## src/hw/rtl/assert_macros.svh

```systemverilog
// assertion macros for the rtl, used by the controller core
`ifndef ASSERT_MACROS_SVH
`define ASSERT_MACROS_SVH

// checked at every rising clk edge, off while rst is high
`define SDRC_ASSERT(lbl, prop, msg) \
  lbl: assert property (@(posedge clk) disable iff (rst) prop) else $error(msg);

// checked at every rising clk edge, reset included
`define SDRC_ASSERT_ALWAYS(lbl, prop, msg) \
  lbl: assert property (@(posedge clk) prop) else $error(msg);

`endif

```

## src/hw/rtl/sdrc_pkg.sv

```systemverilog
// shared constants, codes and types of the straight drive ramp controller
package sdrc_pkg;

  // encoder count width default
  localparam int COUNT_WIDTH_DEF = 24;

  // internal widths
  localparam int TGT_W  = 20;  // pulse target
  localparam int RAMP_W = 16;  // ramp-down length
  localparam int DIV_DVD_W = 24;
  localparam int DIV_DVS_W = 16;

  // ramp is at most one fifth of the target
  localparam int RAMP_FRACTION_DIV = 5;

  // configuration port
  localparam int ADDR_W    = 5;
  localparam int REG_IDX_W = 3;
  localparam logic [REG_IDX_W-1:0] REG_PULSES_PER_CM  = 3'd0;
  localparam logic [REG_IDX_W-1:0] REG_BASE_SPEED     = 3'd1;
  localparam logic [REG_IDX_W-1:0] REG_MIN_SPEED      = 3'd2;
  localparam logic [REG_IDX_W-1:0] REG_HEADING_GAIN   = 3'd3;
  localparam logic [REG_IDX_W-1:0] REG_MOVE_TIMEOUT   = 3'd4;
  localparam logic [REG_IDX_W-1:0] REG_STALL_TIMEOUT  = 3'd5;
  localparam logic [REG_IDX_W-1:0] REG_RAMP_CAP_CM    = 3'd6;

  localparam logic [15:0] RST_PULSES_PER_CM = 16'd10240;
  localparam logic [7:0]  RST_BASE_SPEED    = 8'd200;
  localparam logic [7:0]  RST_MIN_SPEED     = 8'd100;
  localparam logic [7:0]  RST_HEADING_GAIN  = 8'd80;
  localparam logic [15:0] RST_MOVE_TIMEOUT  = 16'd10000;
  localparam logic [15:0] RST_STALL_TIMEOUT = 16'd1000;
  localparam logic [7:0]  RST_RAMP_CAP_CM   = 8'd15;

  // item function codes
  localparam logic FUNC_TICK  = 1'b0;
  localparam logic FUNC_START = 1'b1;

  // end reason codes
  localparam logic [2:0] REASON_NONE    = 3'd0;
  localparam logic [2:0] REASON_REACHED = 3'd1;
  localparam logic [2:0] REASON_STOP    = 3'd2;
  localparam logic [2:0] REASON_TIMEOUT = 3'd3;
  localparam logic [2:0] REASON_STALL   = 3'd4;

  // divider status
  typedef struct packed {
    logic busy;
    logic done;
  } div_stat_t;

endpackage

```

## src/hw/rtl/straight_drive_ramp_controller_core.sv

```systemverilog
// top level of the straight drive ramp controller: sequencer, datapath and registers
//
// usage
//   input channel (in_valid / in_stall) carries one transaction per item: a start
//   (func = 1) with signed distance and peak speed request, or a one millisecond
//   tick (func = 0) with encoder counts, gyro heading and stop request
//   output channel (out_valid / out_stall) returns exactly one result transaction
//   per input transaction: signed left/right drive, moving, brake, end reason
//   registers are to be written over the apb-style port only while the block is
//   idle; the user must keep to this, the block itself does not enforce it
// datapath and input handshake
//   a start runs target / 5 on the shared 24-step divider, a tick inside the ramp
//   zone runs the ramp interpolation on it, and the single 16x16 multiplier is
//   reused for every product
//   in_stall is high from acceptance until the result enters the output register,
//   so the next transaction is taken in the following cycle at the earliest
// reset
//   rst is synchronous: no move is active, registers take their defaults
// back pressure
//   a finished result waits in the output register while out_stall is high; the
//   next transaction may already be taken and worked on, and its result waits
//   in the final step until the output register is free
`include "assert_macros.svh"

module straight_drive_ramp_controller_core #(
  parameter int COUNT_WIDTH = sdrc_pkg::COUNT_WIDTH_DEF
) (
  input  logic                          clk,
  input  logic                          rst,
  // input channel
  input  logic                          in_valid,
  output logic                          in_stall,
  input  logic                          func,
  input  logic signed [15:0]            distance_cm,
  input  logic [7:0]                    peak_speed_request,
  input  logic signed [COUNT_WIDTH-1:0] left_count,
  input  logic signed [COUNT_WIDTH-1:0] right_count,
  input  logic signed [15:0]            heading,
  input  logic                          stop_request,
  // output channel
  output logic                          out_valid,
  input  logic                          out_stall,
  output logic signed [8:0]             left_drive,
  output logic signed [8:0]             right_drive,
  output logic                          moving,
  output logic                          brake,
  output logic [2:0]                    end_reason,
  // configuration port
  input  logic                          psel,
  input  logic                          penable,
  input  logic                          pwrite,
  input  logic [sdrc_pkg::ADDR_W-1:0]   paddr,
  input  logic [31:0]                   pwdata,
  output logic [31:0]                   prdata,
  output logic                          pready
);

  localparam int TGT_W  = sdrc_pkg::TGT_W;
  localparam int RAMP_W = sdrc_pkg::RAMP_W;
  localparam int DVD_W  = sdrc_pkg::DIV_DVD_W;
  localparam int DVS_W  = sdrc_pkg::DIV_DVS_W;
  // signed room for target minus position
  localparam int REM_W  = ((COUNT_WIDTH > TGT_W) ? COUNT_WIDTH : TGT_W) + 1;

  typedef enum logic [3:0] {
    IDLE,       // waiting for a transaction
    S_MUL_T,    // start: |distance| * pulses_per_cm
    S_MUL_CAP,  // start: ramp_cap_cm * pulses_per_cm
    S_DIV,      // start: launch target / 5
    S_DIVW,     // start: wait for divider, commit the move
    T_POS,      // tick: position, |heading| * gain
    T_EVAL,     // tick: end checks, progress, counters
    T_MULR,     // tick: remaining * |peak - min|
    T_DIVS,     // tick: launch product / ramp
    T_DIVW,     // tick: wait for divider, ramp speed
    T_DRIVE,    // tick: heading correction, clamp, direction
    FIN         // hand the result to the output register
  } state_t;

  state_t state;

  // ---------------------------------------------------------------------------
  // configuration registers
  // ---------------------------------------------------------------------------
  logic [15:0] pulses_per_cm;
  logic [7:0]  base_speed;
  logic [7:0]  min_speed;
  logic [7:0]  heading_gain;
  logic [15:0] move_timeout_ticks;
  logic [15:0] stall_timeout_ticks;
  logic [7:0]  ramp_cap_cm;

  logic [sdrc_pkg::REG_IDX_W-1:0] reg_idx;

  assign reg_idx = paddr[sdrc_pkg::ADDR_W-1:2];
  assign pready  = 1'b1;

  always_ff @(posedge clk) begin
    if (rst) begin
      pulses_per_cm       <= sdrc_pkg::RST_PULSES_PER_CM;
      base_speed          <= sdrc_pkg::RST_BASE_SPEED;
      min_speed           <= sdrc_pkg::RST_MIN_SPEED;
      heading_gain        <= sdrc_pkg::RST_HEADING_GAIN;
      move_timeout_ticks  <= sdrc_pkg::RST_MOVE_TIMEOUT;
      stall_timeout_ticks <= sdrc_pkg::RST_STALL_TIMEOUT;
      ramp_cap_cm         <= sdrc_pkg::RST_RAMP_CAP_CM;
    end else if (psel && penable && pwrite && pready) begin
      case (reg_idx)
        sdrc_pkg::REG_PULSES_PER_CM: pulses_per_cm       <= pwdata[15:0];
        sdrc_pkg::REG_BASE_SPEED:    base_speed          <= pwdata[7:0];
        sdrc_pkg::REG_MIN_SPEED:     min_speed           <= pwdata[7:0];
        sdrc_pkg::REG_HEADING_GAIN:  heading_gain        <= pwdata[7:0];
        sdrc_pkg::REG_MOVE_TIMEOUT:  move_timeout_ticks  <= pwdata[15:0];
        sdrc_pkg::REG_STALL_TIMEOUT: stall_timeout_ticks <= pwdata[15:0];
        sdrc_pkg::REG_RAMP_CAP_CM:   ramp_cap_cm         <= pwdata[7:0];
        default: ;  // writes past the register list are dropped
      endcase
    end
  end

  always_comb begin
    case (reg_idx)
      sdrc_pkg::REG_PULSES_PER_CM: prdata = {16'd0, pulses_per_cm};
      sdrc_pkg::REG_BASE_SPEED:    prdata = {24'd0, base_speed};
      sdrc_pkg::REG_MIN_SPEED:     prdata = {24'd0, min_speed};
      sdrc_pkg::REG_HEADING_GAIN:  prdata = {24'd0, heading_gain};
      sdrc_pkg::REG_MOVE_TIMEOUT:  prdata = {16'd0, move_timeout_ticks};
      sdrc_pkg::REG_STALL_TIMEOUT: prdata = {16'd0, stall_timeout_ticks};
      sdrc_pkg::REG_RAMP_CAP_CM:   prdata = {24'd0, ramp_cap_cm};
      default:                     prdata = '0;
    endcase
  end

  // ---------------------------------------------------------------------------
  // move state
  // ---------------------------------------------------------------------------
  logic                   active;
  logic                   reverse;
  logic [TGT_W-1:0]       target_pulses;
  logic [RAMP_W-1:0]      ramp_pulses;
  logic [7:0]             peak_speed;
  logic [15:0]            elapsed_ticks;
  logic [COUNT_WIDTH-1:0] last_progress_pos;
  logic [15:0]            ticks_since_progress;

  // latched transaction
  logic [15:0]            dist_q;
  logic [7:0]             req_q;
  logic [COUNT_WIDTH-1:0] lc_q;
  logic [COUNT_WIDTH-1:0] rc_q;
  logic [15:0]            hd_q;
  logic                   stop_q;

  // working registers
  logic [COUNT_WIDTH-1:0] pos;
  logic [TGT_W-1:0]       t_reg;
  logic [RAMP_W-1:0]      cap_reg;
  logic [RAMP_W-1:0]      rem_lo;
  logic [7:0]             span_mag;
  logic                   span_neg;
  logic [7:0]             speed;
  logic signed [12:0]     corr;

  // pending result
  logic [8:0] res_left;
  logic [8:0] res_right;
  logic       res_moving;
  logic       res_brake;
  logic [2:0] res_reason;

  // ---------------------------------------------------------------------------
  // shared multiplier, one product per cycle, operands picked by the sequencer
  // ---------------------------------------------------------------------------
  logic [15:0] mul_a;
  logic [15:0] mul_b;
  logic [31:0] prod;
  logic [15:0] dist_mag;
  logic [15:0] hd_mag;

  assign dist_mag = dist_q[15] ? (~dist_q + 16'd1) : dist_q;
  assign hd_mag   = hd_q[15] ? (~hd_q + 16'd1) : hd_q;

  always_comb begin
    case (state)
      S_MUL_T: begin
        mul_a = dist_mag;
        mul_b = pulses_per_cm;
      end
      S_MUL_CAP: begin
        mul_a = {8'd0, ramp_cap_cm};
        mul_b = pulses_per_cm;
      end
      T_POS: begin
        mul_a = hd_mag;
        mul_b = {8'd0, heading_gain};
      end
      T_MULR: begin
        mul_a = rem_lo;
        mul_b = {8'd0, span_mag};
      end
      default: begin
        mul_a = '0;
        mul_b = '0;
      end
    endcase
  end

  always_ff @(posedge clk) begin
    prod <= mul_a * mul_b;
  end

  // ---------------------------------------------------------------------------
  // shared divider: target / 5 on start, ramp interpolation on tick
  // ---------------------------------------------------------------------------
  logic                div_start;
  logic [DVD_W-1:0]    div_dividend;
  logic [DVS_W-1:0]    div_divisor;
  logic [DVD_W-1:0]    div_quo;
  sdrc_pkg::div_stat_t div_stat;

  assign div_start    = (state == S_DIV) || (state == T_DIVS);
  assign div_dividend = (state == S_DIV) ? DVD_W'(t_reg) : prod[DVD_W-1:0];
  assign div_divisor  = (state == S_DIV) ? DVS_W'(sdrc_pkg::RAMP_FRACTION_DIV)
                                         : DVS_W'(ramp_pulses);

  sdrc_div #(
    .DVD_W (DVD_W),
    .DVS_W (DVS_W)
  ) u_div (
    .clk      (clk),
    .rst      (rst),
    .start    (div_start),
    .dividend (div_dividend),
    .divisor  (div_divisor),
    .quotient (div_quo),
    .stat     (div_stat)
  );

  // ---------------------------------------------------------------------------
  // tick evaluation
  // ---------------------------------------------------------------------------
  logic [COUNT_WIDTH-1:0]   lc_mag;
  logic [COUNT_WIDTH-1:0]   rc_mag;
  logic signed [REM_W-1:0]  rem_s;
  logic                     rem_le0;
  logic                     rem_in_ramp;
  logic signed [COUNT_WIDTH:0] diff_s;
  logic [COUNT_WIDTH:0]     diff_mag;
  logic                     progress;
  logic [2:0]               eval_reason;

  assign lc_mag = lc_q[COUNT_WIDTH-1] ? (~lc_q + COUNT_WIDTH'(1)) : lc_q;
  assign rc_mag = rc_q[COUNT_WIDTH-1] ? (~rc_q + COUNT_WIDTH'(1)) : rc_q;

  assign rem_s       = $signed(REM_W'(target_pulses)) - $signed(REM_W'(pos));
  assign rem_le0     = rem_s[REM_W-1] || (rem_s == '0);
  // only looked at when remaining is positive
  assign rem_in_ramp = rem_s[REM_W-2:0] < (REM_W-1)'(ramp_pulses);

  assign diff_s   = $signed({1'b0, pos}) - $signed({1'b0, last_progress_pos});
  assign diff_mag = diff_s[COUNT_WIDTH] ? (~diff_s + (COUNT_WIDTH+1)'(1)) : diff_s;
  // diff * 512 > pulses_per_cm  <=>  diff > pulses_per_cm / 512
  assign progress = diff_mag > (COUNT_WIDTH+1)'(pulses_per_cm[15:9]);

  // end checks in priority order
  always_comb begin
    if (rem_le0) begin
      eval_reason = sdrc_pkg::REASON_REACHED;
    end else if (stop_q) begin
      eval_reason = sdrc_pkg::REASON_STOP;
    end else if (elapsed_ticks > move_timeout_ticks) begin
      eval_reason = sdrc_pkg::REASON_TIMEOUT;
    end else if (!progress && (ticks_since_progress > stall_timeout_ticks)) begin
      eval_reason = sdrc_pkg::REASON_STALL;
    end else begin
      eval_reason = sdrc_pkg::REASON_NONE;
    end
  end

  // heading correction and clamp
  logic signed [13:0] l_raw;
  logic signed [13:0] r_raw;
  logic [7:0]         l_mag;
  logic [7:0]         r_mag;

  function automatic logic [7:0] clamp_drive(input logic signed [13:0] v);
    if (v < 14'sd0) begin
      return 8'd0;
    end else if (v > 14'sd255) begin
      return 8'hFF;
    end else begin
      return v[7:0];
    end
  endfunction

  assign l_raw = $signed({6'd0, speed}) - $signed({corr[12], corr});
  assign r_raw = $signed({6'd0, speed}) + $signed({corr[12], corr});
  assign l_mag = clamp_drive(l_raw);
  assign r_mag = clamp_drive(r_raw);

  assign in_stall = (state != IDLE);

  // ---------------------------------------------------------------------------
  // sequencer
  // ---------------------------------------------------------------------------
  always_ff @(posedge clk) begin
    if (rst) begin
      state                <= IDLE;
      out_valid            <= 1'b0;
      active               <= 1'b0;
      reverse              <= 1'b0;
      target_pulses        <= '0;
      ramp_pulses          <= '0;
      peak_speed           <= '0;
      elapsed_ticks        <= '0;
      last_progress_pos    <= '0;
      ticks_since_progress <= '0;
    end else begin
      // output register drains independently of the sequencer; in the final
      // step the refill below takes care of it
      if (out_valid && !out_stall && (state != FIN)) begin
        out_valid <= 1'b0;
      end

      case (state)
        IDLE: begin
          if (in_valid) begin
            dist_q <= distance_cm;
            req_q  <= peak_speed_request;
            lc_q   <= left_count;
            rc_q   <= right_count;
            hd_q   <= heading;
            stop_q <= stop_request;
            state  <= (func == sdrc_pkg::FUNC_START) ? S_MUL_T : T_POS;
          end
        end

        S_MUL_T: begin
          if (dist_q == 16'd0) begin
            // zero distance start leaves the move alone
            res_left   <= '0;
            res_right  <= '0;
            res_moving <= active;
            res_brake  <= 1'b0;
            res_reason <= sdrc_pkg::REASON_NONE;
            state      <= FIN;
          end else begin
            state <= S_MUL_CAP;
          end
        end

        S_MUL_CAP: begin
          t_reg <= prod[31:12];
          state <= S_DIV;
        end

        S_DIV: begin
          cap_reg <= prod[23:8];
          state   <= S_DIVW;
        end

        S_DIVW: begin
          if (div_stat.done) begin
            ramp_pulses <= (div_quo > DVD_W'(cap_reg)) ? cap_reg
                                                       : div_quo[RAMP_W-1:0];
            target_pulses        <= t_reg;
            active               <= 1'b1;
            reverse              <= dist_q[15];
            peak_speed           <= (req_q != 8'd0) ? req_q : base_speed;
            elapsed_ticks        <= '0;
            last_progress_pos    <= '0;
            ticks_since_progress <= '0;
            res_left             <= '0;
            res_right            <= '0;
            res_moving           <= 1'b1;
            res_brake            <= 1'b0;
            res_reason           <= sdrc_pkg::REASON_NONE;
            state                <= FIN;
          end
        end

        T_POS: begin
          if (!active) begin
            res_left   <= '0;
            res_right  <= '0;
            res_moving <= 1'b0;
            res_brake  <= 1'b0;
            res_reason <= sdrc_pkg::REASON_NONE;
            state      <= FIN;
          end else begin
            pos   <= (lc_mag > rc_mag) ? lc_mag : rc_mag;
            state <= T_EVAL;
          end
        end

        T_EVAL: begin
          // |heading| * gain / 4096, sign restored: truncation toward zero
          corr <= hd_q[15] ? (13'd0 - {1'b0, prod[23:12]}) : {1'b0, prod[23:12]};
          if (eval_reason != sdrc_pkg::REASON_NONE) begin
            active     <= 1'b0;
            res_left   <= '0;
            res_right  <= '0;
            res_moving <= 1'b0;
            res_brake  <= 1'b1;
            res_reason <= eval_reason;
            state      <= FIN;
          end else begin
            if (progress) begin
              last_progress_pos    <= pos;
              ticks_since_progress <= 16'd1;
            end else if (ticks_since_progress != 16'hFFFF) begin
              ticks_since_progress <= ticks_since_progress + 16'd1;
            end
            if (elapsed_ticks != 16'hFFFF) begin
              elapsed_ticks <= elapsed_ticks + 16'd1;
            end
            rem_lo   <= rem_s[RAMP_W-1:0];
            span_neg <= peak_speed < min_speed;
            span_mag <= (peak_speed < min_speed) ? (min_speed - peak_speed)
                                                 : (peak_speed - min_speed);
            if (rem_in_ramp) begin
              state <= T_MULR;
            end else begin
              speed <= peak_speed;
              state <= T_DRIVE;
            end
          end
        end

        T_MULR: begin
          state <= T_DIVS;
        end

        T_DIVS: begin
          state <= T_DIVW;
        end

        T_DIVW: begin
          if (div_stat.done) begin
            // quotient stays below |peak - min|, so eight bits hold it
            speed <= span_neg ? (min_speed - div_quo[7:0]) : (min_speed + div_quo[7:0]);
            state <= T_DRIVE;
          end
        end

        T_DRIVE: begin
          res_left   <= reverse ? (9'd0 - {1'b0, l_mag}) : {1'b0, l_mag};
          res_right  <= reverse ? (9'd0 - {1'b0, r_mag}) : {1'b0, r_mag};
          res_moving <= 1'b1;
          res_brake  <= 1'b0;
          res_reason <= sdrc_pkg::REASON_NONE;
          state      <= FIN;
        end

        FIN: begin
          if (!out_valid || !out_stall) begin
            out_valid   <= 1'b1;
            left_drive  <= res_left;
            right_drive <= res_right;
            moving      <= res_moving;
            brake       <= res_brake;
            end_reason  <= res_reason;
            state       <= IDLE;
          end
        end

        default: begin
          state <= IDLE;
        end
      endcase
    end
  end

  // ---------------------------------------------------------------------------
  // assertions
  // ---------------------------------------------------------------------------
  `SDRC_ASSERT_ALWAYS(a_reset_clears, rst |=> (!out_valid && !in_stall), "reset left block busy")
  `SDRC_ASSERT(a_div_owned, div_stat.busy |-> (state == S_DIVW || state == T_DIVW), "divider busy outside wait")
  `SDRC_ASSERT(a_brake_ends, (out_valid && brake) |-> (!moving && end_reason != sdrc_pkg::REASON_NONE), "brake without end")
  `SDRC_ASSERT(a_drive_moving, (out_valid && (left_drive != 9'sd0 || right_drive != 9'sd0)) |-> moving, "drive while not moving")
  `SDRC_ASSERT(a_ramp_in_target, active |-> (TGT_W'(ramp_pulses) <= target_pulses), "ramp longer than move")

endmodule

```

## src/hw/rtl/sdrc_div.sv

```systemverilog
// shared restoring divider, one quotient bit per cycle
module sdrc_div #(
  parameter int DVD_W = sdrc_pkg::DIV_DVD_W,
  parameter int DVS_W = sdrc_pkg::DIV_DVS_W
) (
  input  logic                clk,
  input  logic                rst,
  input  logic                start,
  input  logic [DVD_W-1:0]    dividend,
  input  logic [DVS_W-1:0]    divisor,
  output logic [DVD_W-1:0]    quotient,
  output sdrc_pkg::div_stat_t stat
);

  localparam int CNT_W = $clog2(DVD_W + 1);

  logic [DVS_W-1:0] rem;
  logic [DVD_W-1:0] quo;
  logic [DVS_W-1:0] dvs;
  logic [CNT_W-1:0] cnt;
  logic             done;

  logic [DVS_W:0] shifted;
  logic [DVS_W:0] trial;
  logic           fits;

  assign shifted = {rem, quo[DVD_W-1]};
  assign fits    = shifted >= {1'b0, dvs};
  assign trial   = shifted - {1'b0, dvs};

  always_ff @(posedge clk) begin
    if (rst) begin
      cnt  <= '0;
      done <= 1'b0;
    end else begin
      done <= 1'b0;
      if (start) begin
        rem <= '0;
        quo <= dividend;
        dvs <= divisor;
        cnt <= CNT_W'(DVD_W);
      end else if (cnt != '0) begin
        rem  <= fits ? trial[DVS_W-1:0] : shifted[DVS_W-1:0];
        quo  <= {quo[DVD_W-2:0], fits};
        cnt  <= cnt - CNT_W'(1);
        done <= (cnt == CNT_W'(1));
      end
    end
  end

  assign quotient  = quo;
  assign stat.busy = (cnt != '0);
  assign stat.done = done;

endmodule

```

## config.mk

```make
export PLATFORM = sky130hd
export DESIGN_NAME = straight_drive_ramp_controller_core
export DESIGN_NICKNAME = d
export VERILOG_FILES = /design/src/hw/rtl/sdrc_pkg.sv /design/src/hw/rtl/straight_drive_ramp_controller_core.sv /design/src/hw/rtl/sdrc_div.sv
export VERILOG_INCLUDE_DIRS = /design/src /design/src/hw/rtl
export SDC_FILE = /design/constraint.sdc
export NUM_CORES = 2
export LEC_CHECK = 0
export ABC_AREA = 0
export BUFFER_PORTS_ARGS = -buffer_cell sky130_fd_sc_hd__buf_2
export CORE_ASPECT_RATIO = 1.4
export CORE_MARGIN = 1.5
export CORE_UTILIZATION = 40
export DETAILED_ROUTE_END_ITERATION = 10
export SYNTH_ARGS = -nofsm -noshare
export SYNTH_HDL_FRONTEND = slang
export SYNTH_SLANG_ARGS = --single-unit
```

## constraint.sdc

```tcl
create_clock -name clk -period 11.56 [get_ports clk]
set_input_delay 0.578 -clock clk [delete_from_list [all_inputs] [get_ports clk]]
set_output_delay 0.578 -clock clk [all_outputs]
set_load 0.01 [all_outputs]
```

==> summary.txt <==
Power
  – LEAKAGE: 17.9 nW
  – Net switching power figure: between 2 and 2.5 mW
  – P per Cell Area: around 150 nW/µm²
  – Sw Share: between 30% and 40%
  – Worst vdd rail ir drop: roughly 0.13 mV
  – Clock share of power: a little under a third
  – Int Pwr: between 4 and 5 mW
  – Reg power frac: between 30% and 40%
  – Proportion of power drawn by combinational gates: a little over 30%

Finish
  – Antenna cells: 0
  – Most frequent standard cell in the layout excluding fill and tap cells: sky130_fd_sc_hd__nand2_1
  – Total Nets Final: 4986
  – Most used cells in the layout excluding fill and tap cells: sky130_fd_sc_hd__nand2_1, sky130_fd_sc_hd__inv_1, sky130_fd_sc_hd__nor2_1
  – Fill cells: 9497
  – Share of cells above drive strength 1: under 10%
  – Largest reg by FF count: prod
  – Max reg flops: 32
  – Synth-to-layout area growth: 10.8%

GRT
  – Pin count of the biggest net entering global routing: 120
  – Aggregate global routing overflow: 0
  – Vias in the first global route: ~30000
  – Number of antenna violations at the first check in global routing: 0
  – GRT Overall Usage: a little under a quarter
  – Wire length of the first global-routing pass: between 150000 and 200000 µm

STA
  – Number of endpoints failing setup at the final stage: 0
  – Least-Margin Pin Slew: between 1000 and 1500 ps
  – Maximum operating frequency: around 100 MHz
  – Fin crit share: 83.1%
  – Unrepaired setup endpoints after global routing: false
  – Aggregate negative setup slack: 0 ps
  – Relative slew slack: between 10% and 20%
  – Hold violation total from the final report: 0
  – Worst hold slack: 80.7 ps
  – Final clock skew: just under 70 ps
  – Min Clock Period, post-route: 9610 ps
  – Post-route worst setup slack: between 1500 and 2000 ps
  – Pins Over Slew Limit: 0

Logic synthesis
  – Post-synthesis mux area share: roughly 3.0%
  – Xor-xnor portion of the synthesized cell area: under 10%
  – Complex-gate fraction of the synthesized area: between 10% and 20%
  – Cell count after synthesis: 4245
  – Count of state elements after synthesis: ~520
  – Most common flop cell mapped by yosys: sky130_fd_sc_hd__edfxtp_1
  – Syn Std Cell Area: between 30000 and 40000 µm²
  – Async set or reset register ratio after synthesis: 0%
  – Share of synthesized cell area in full adder, half adder and majority cells: 20.4%
  – Largest area contributor in the netlist: sky130_fd_sc_hd__edfxtp_1
  – Synthesis warning total: 0
  – Share of Yosys cell area claimed by the top area cell type: a little under a quarter
  – Seq/Total Area, Yosys: ~34%
  – Simple-gate area share of the yosys netlist: approximately 17%
  – Main combinational cell family by area after synthesis: adder cells
  – Area contributors post-synth: sky130_fd_sc_hd__edfxtp_1, sky130_fd_sc_hd__dfxtp_1, sky130_fd_sc_hd__fa_1
  – Post-Synthesis Mean Instance Area: just over 9 µm²
  – Distinct cells, synth: 98
  – Number of enable flip-flop cells after synthesis: approximately 300

Status
  – Outcome: complete, no violations

Clocking
  – Post-CTS setup buffer count: 0
  – Register clock-pin slew on the reported worst setup and hold paths: around 70 ps
  – Number of gates resized after CTS: 0
  – CTS Root Cell: sky130_fd_sc_hd__clkbuf_16
  – Clock tree from TritonCTS: done
  – Max clock buf depth: 3
  – Clock sinks: approximately 520
  – Total CTS buffers: between 50 and 60
  – Hold_buf cts: 0
  – CTS H-Tree Depth: 2
  – Worst-Skew Late Latency: between 600 and 700 ps

Critical path
  – Setup crit end kind: register
  – Length in cells of the worst reg-to-reg path: 27
  – CP max FO: 23
  – Worst Path Arrival: 10170 ps
  – Flop2flop setup slack: between 1500 and 2000 ps
  – R2r endpoint: prod[30]$_DFF_P_
  – Origin of the critical flop-to-flop path: state[0]$_SDFFE_PP0P_
  – Category of the most critical setup path: register to register
  – Startpoint kind of the worst setup timing path: register
  – Required arrival time at the worst endpoint: between 10000 and 15000 ps

Floorplan
  – X dimension of the die: approximately 270 µm
  – Vertical extent of the die: 372 µm
  – Std-Cell Core Area: slightly below 100000 µm²
  – Top Ports: 192
  – Area of the die: a little under 100000 µm²
  – Initial core utilization: about two fifths
  – Number of rows in the core area: 135

Worst hold path
  – Hold Path Depth: 1
  – Hold path startpoint: heading[8]
  – Hold/Removal Path Class: primary input to register
  – Sink of the worst hold path: hd_q[8]$_DFFE_PP_

Detailed routing
  – ANT nets after route: 0
  – Routed via count divided by cell count: between 5 and 6
  – Initial DRC Count: 2249
  – First-pass iteration count of the detailed router: 9
  – Average wire per cell in the routed design: 19.8 µm
  – Via count: between 30000 and 40000
  – Drt drc: 0
  – Final wirelength: ~110000 µm

Placement
  – Buffers added on ports: about 160
  – Worst slack after detailed placement: 2150 ps
  – Weighted congestion reported at the end of routability-driven placement: 0.990
  – HPWL after detailed placement: between 80000 and 90000 µm

Run
  – Max capacitance violation total: 0
[worst max-delay path by stage]
stage,startpoint,to,slack (ps)
after floorplan,rst,dist_q[0]$_DFFE_PP_,3220
after global placement,state[0]$_SDFFE_PP0P_,prod[30]$_DFF_P_,2130
after detailed placement,state[0]$_SDFFE_PP0P_,prod[30]$_DFF_P_,2150
after CTS,state[0]$_SDFFE_PP0P_,prod[30]$_DFF_P_,2100
after global routing,state[0]$_SDFFE_PP0P_,prod[30]$_DFF_P_,1320
final,state[0]$_SDFFE_PP0P_,prod[30]$_DFF_P_,1950
[per-stage QoR]
| step | util (%) | power, mW | cell area [µm²] | cells |
|---|---|---|---|---|
| floorplan | - | 3.88 | 39000 | 4260 |
| global placement | 42.5 | 4.47 | 41100 | 5582 |
| detailed placement | 42.5 | 4.50 | 41100 | 5582 |
| CTS | 44.6 | 6.54 | 43100 | 5690 |
| global route | 44.6 | 6.86 | 43100 | 5690 |
| finish | 44.6 | 6.49 | 43100 | 5690 |
[cell families (layout without fill, tap and decap cells)]
logic type,count (synthesis),count (layout)
AO/OA/AOI/OAI,861,861
XOR/XNOR,205,205
adder cells (fa/ha/maj),512,512
buffers and inverters,650,779
flip-flops,522,522
multiplexers,108,108
other,2,17
AND/OR/NAND/NOR,1385,1385
[critical path, cell delays in order (launching register included)]
cell                       delay [ps]
sky130_fd_sc_hd__dfxtp_1          660
sky130_fd_sc_hd__inv_1            140
sky130_fd_sc_hd__nor2_1           330
sky130_fd_sc_hd__nand2_1          600
sky130_fd_sc_hd__nand2_1          680
sky130_fd_sc_hd__and2_1           730
sky130_fd_sc_hd__nand2_1          170
sky130_fd_sc_hd__fa_1             540
sky130_fd_sc_hd__fa_1             450
sky130_fd_sc_hd__fa_1             560
sky130_fd_sc_hd__inv_1             50
sky130_fd_sc_hd__fa_1             470
sky130_fd_sc_hd__fa_1             540
sky130_fd_sc_hd__inv_1             50
sky130_fd_sc_hd__fa_1             520
sky130_fd_sc_hd__inv_1             40
sky130_fd_sc_hd__ha_1             370
sky130_fd_sc_hd__a211o_1          300
sky130_fd_sc_hd__or3_1            310
sky130_fd_sc_hd__a211oi_1         330
sky130_fd_sc_hd__o21ai_0          250
sky130_fd_sc_hd__a31o_2           270
sky130_fd_sc_hd__o41ai_1          430
sky130_fd_sc_hd__o21bai_1         110
sky130_fd_sc_hd__a21oi_1          230
sky130_fd_sc_hd__o21bai_1          80
sky130_fd_sc_hd__a21oi_1          170
sky130_fd_sc_hd__xnor2_1          130
[power groups by stage]
stage / combinational (mW) / sequential [mW] / clock (mW)
4_1_cts: 1.96 / 2.51 / 2.06
3_3_place_gp: 1.92 / 2.55 / 0
5_1_grt: 2.20 / 2.54 / 2.13
6_report: 1.96 / 2.51 / 2.02
3_5_place_dp: 1.95 / 2.55 / 0
2_1_floorplan: 1.43 / 2.45 / 0
[metal layers]
metal	global-route usage [%]	part of all wire [%]	vias up
li1	-	-	14800
met1	27.6	40	15000
met2	38.9	49	872
met3	2.74	5.4	228
met4	12.5	6.1	0
met5	0	0	-
[area by class of cell]
class | count | area [µm²] | share of cell area, %
clock inverter | 40 | 532 | 1.23
inverter | 469 | 1760 | 4.08
clock buffer | 68 | 1540 | 3.57
tap | 1301 | 1630 | 3.77
sequential | 522 | 13400 | 31.1
timing repair buffer | 202 | 1140 | 2.65
multi-input combinational | 3088 | 23100 | 53.6
[cell usage after synthesis (19+ instances only)]
cell type and number:
sky130_fd_sc_hd__a31oi_1 34, sky130_fd_sc_hd__mux2i_1 89, sky130_fd_sc_hd__or2_2 20, sky130_fd_sc_hd__nand3_1 78, sky130_fd_sc_hd__nor2_1 380, sky130_fd_sc_hd__nor2b_1 59
sky130_fd_sc_hd__dfxtp_1 225, sky130_fd_sc_hd__xnor2_1 110, sky130_fd_sc_hd__nor3_1 66, sky130_fd_sc_hd__fa_1 202, sky130_fd_sc_hd__inv_1 468, sky130_fd_sc_hd__o31ai_1 30
sky130_fd_sc_hd__and3_1 28, sky130_fd_sc_hd__o21a_1 41, sky130_fd_sc_hd__a22oi_1 21, sky130_fd_sc_hd__a211oi_1 60, sky130_fd_sc_hd__clkbuf_1 148, sky130_fd_sc_hd__edfxtp_1 297
sky130_fd_sc_hd__a21oi_1 265, sky130_fd_sc_hd__nand4_1 29, sky130_fd_sc_hd__or3_1 31, sky130_fd_sc_hd__xor2_1 95, sky130_fd_sc_hd__ha_1 310, sky130_fd_sc_hd__a21o_1 53
sky130_fd_sc_hd__nand2b_1 51, sky130_fd_sc_hd__nand3b_1 19, sky130_fd_sc_hd__nor4_1 19, sky130_fd_sc_hd__o21ai_0 164, sky130_fd_sc_hd__and2_1 33, sky130_fd_sc_hd__nand2_1 511
sky130_fd_sc_hd__a211o_1 33
(Power assumes the default switching activity.)
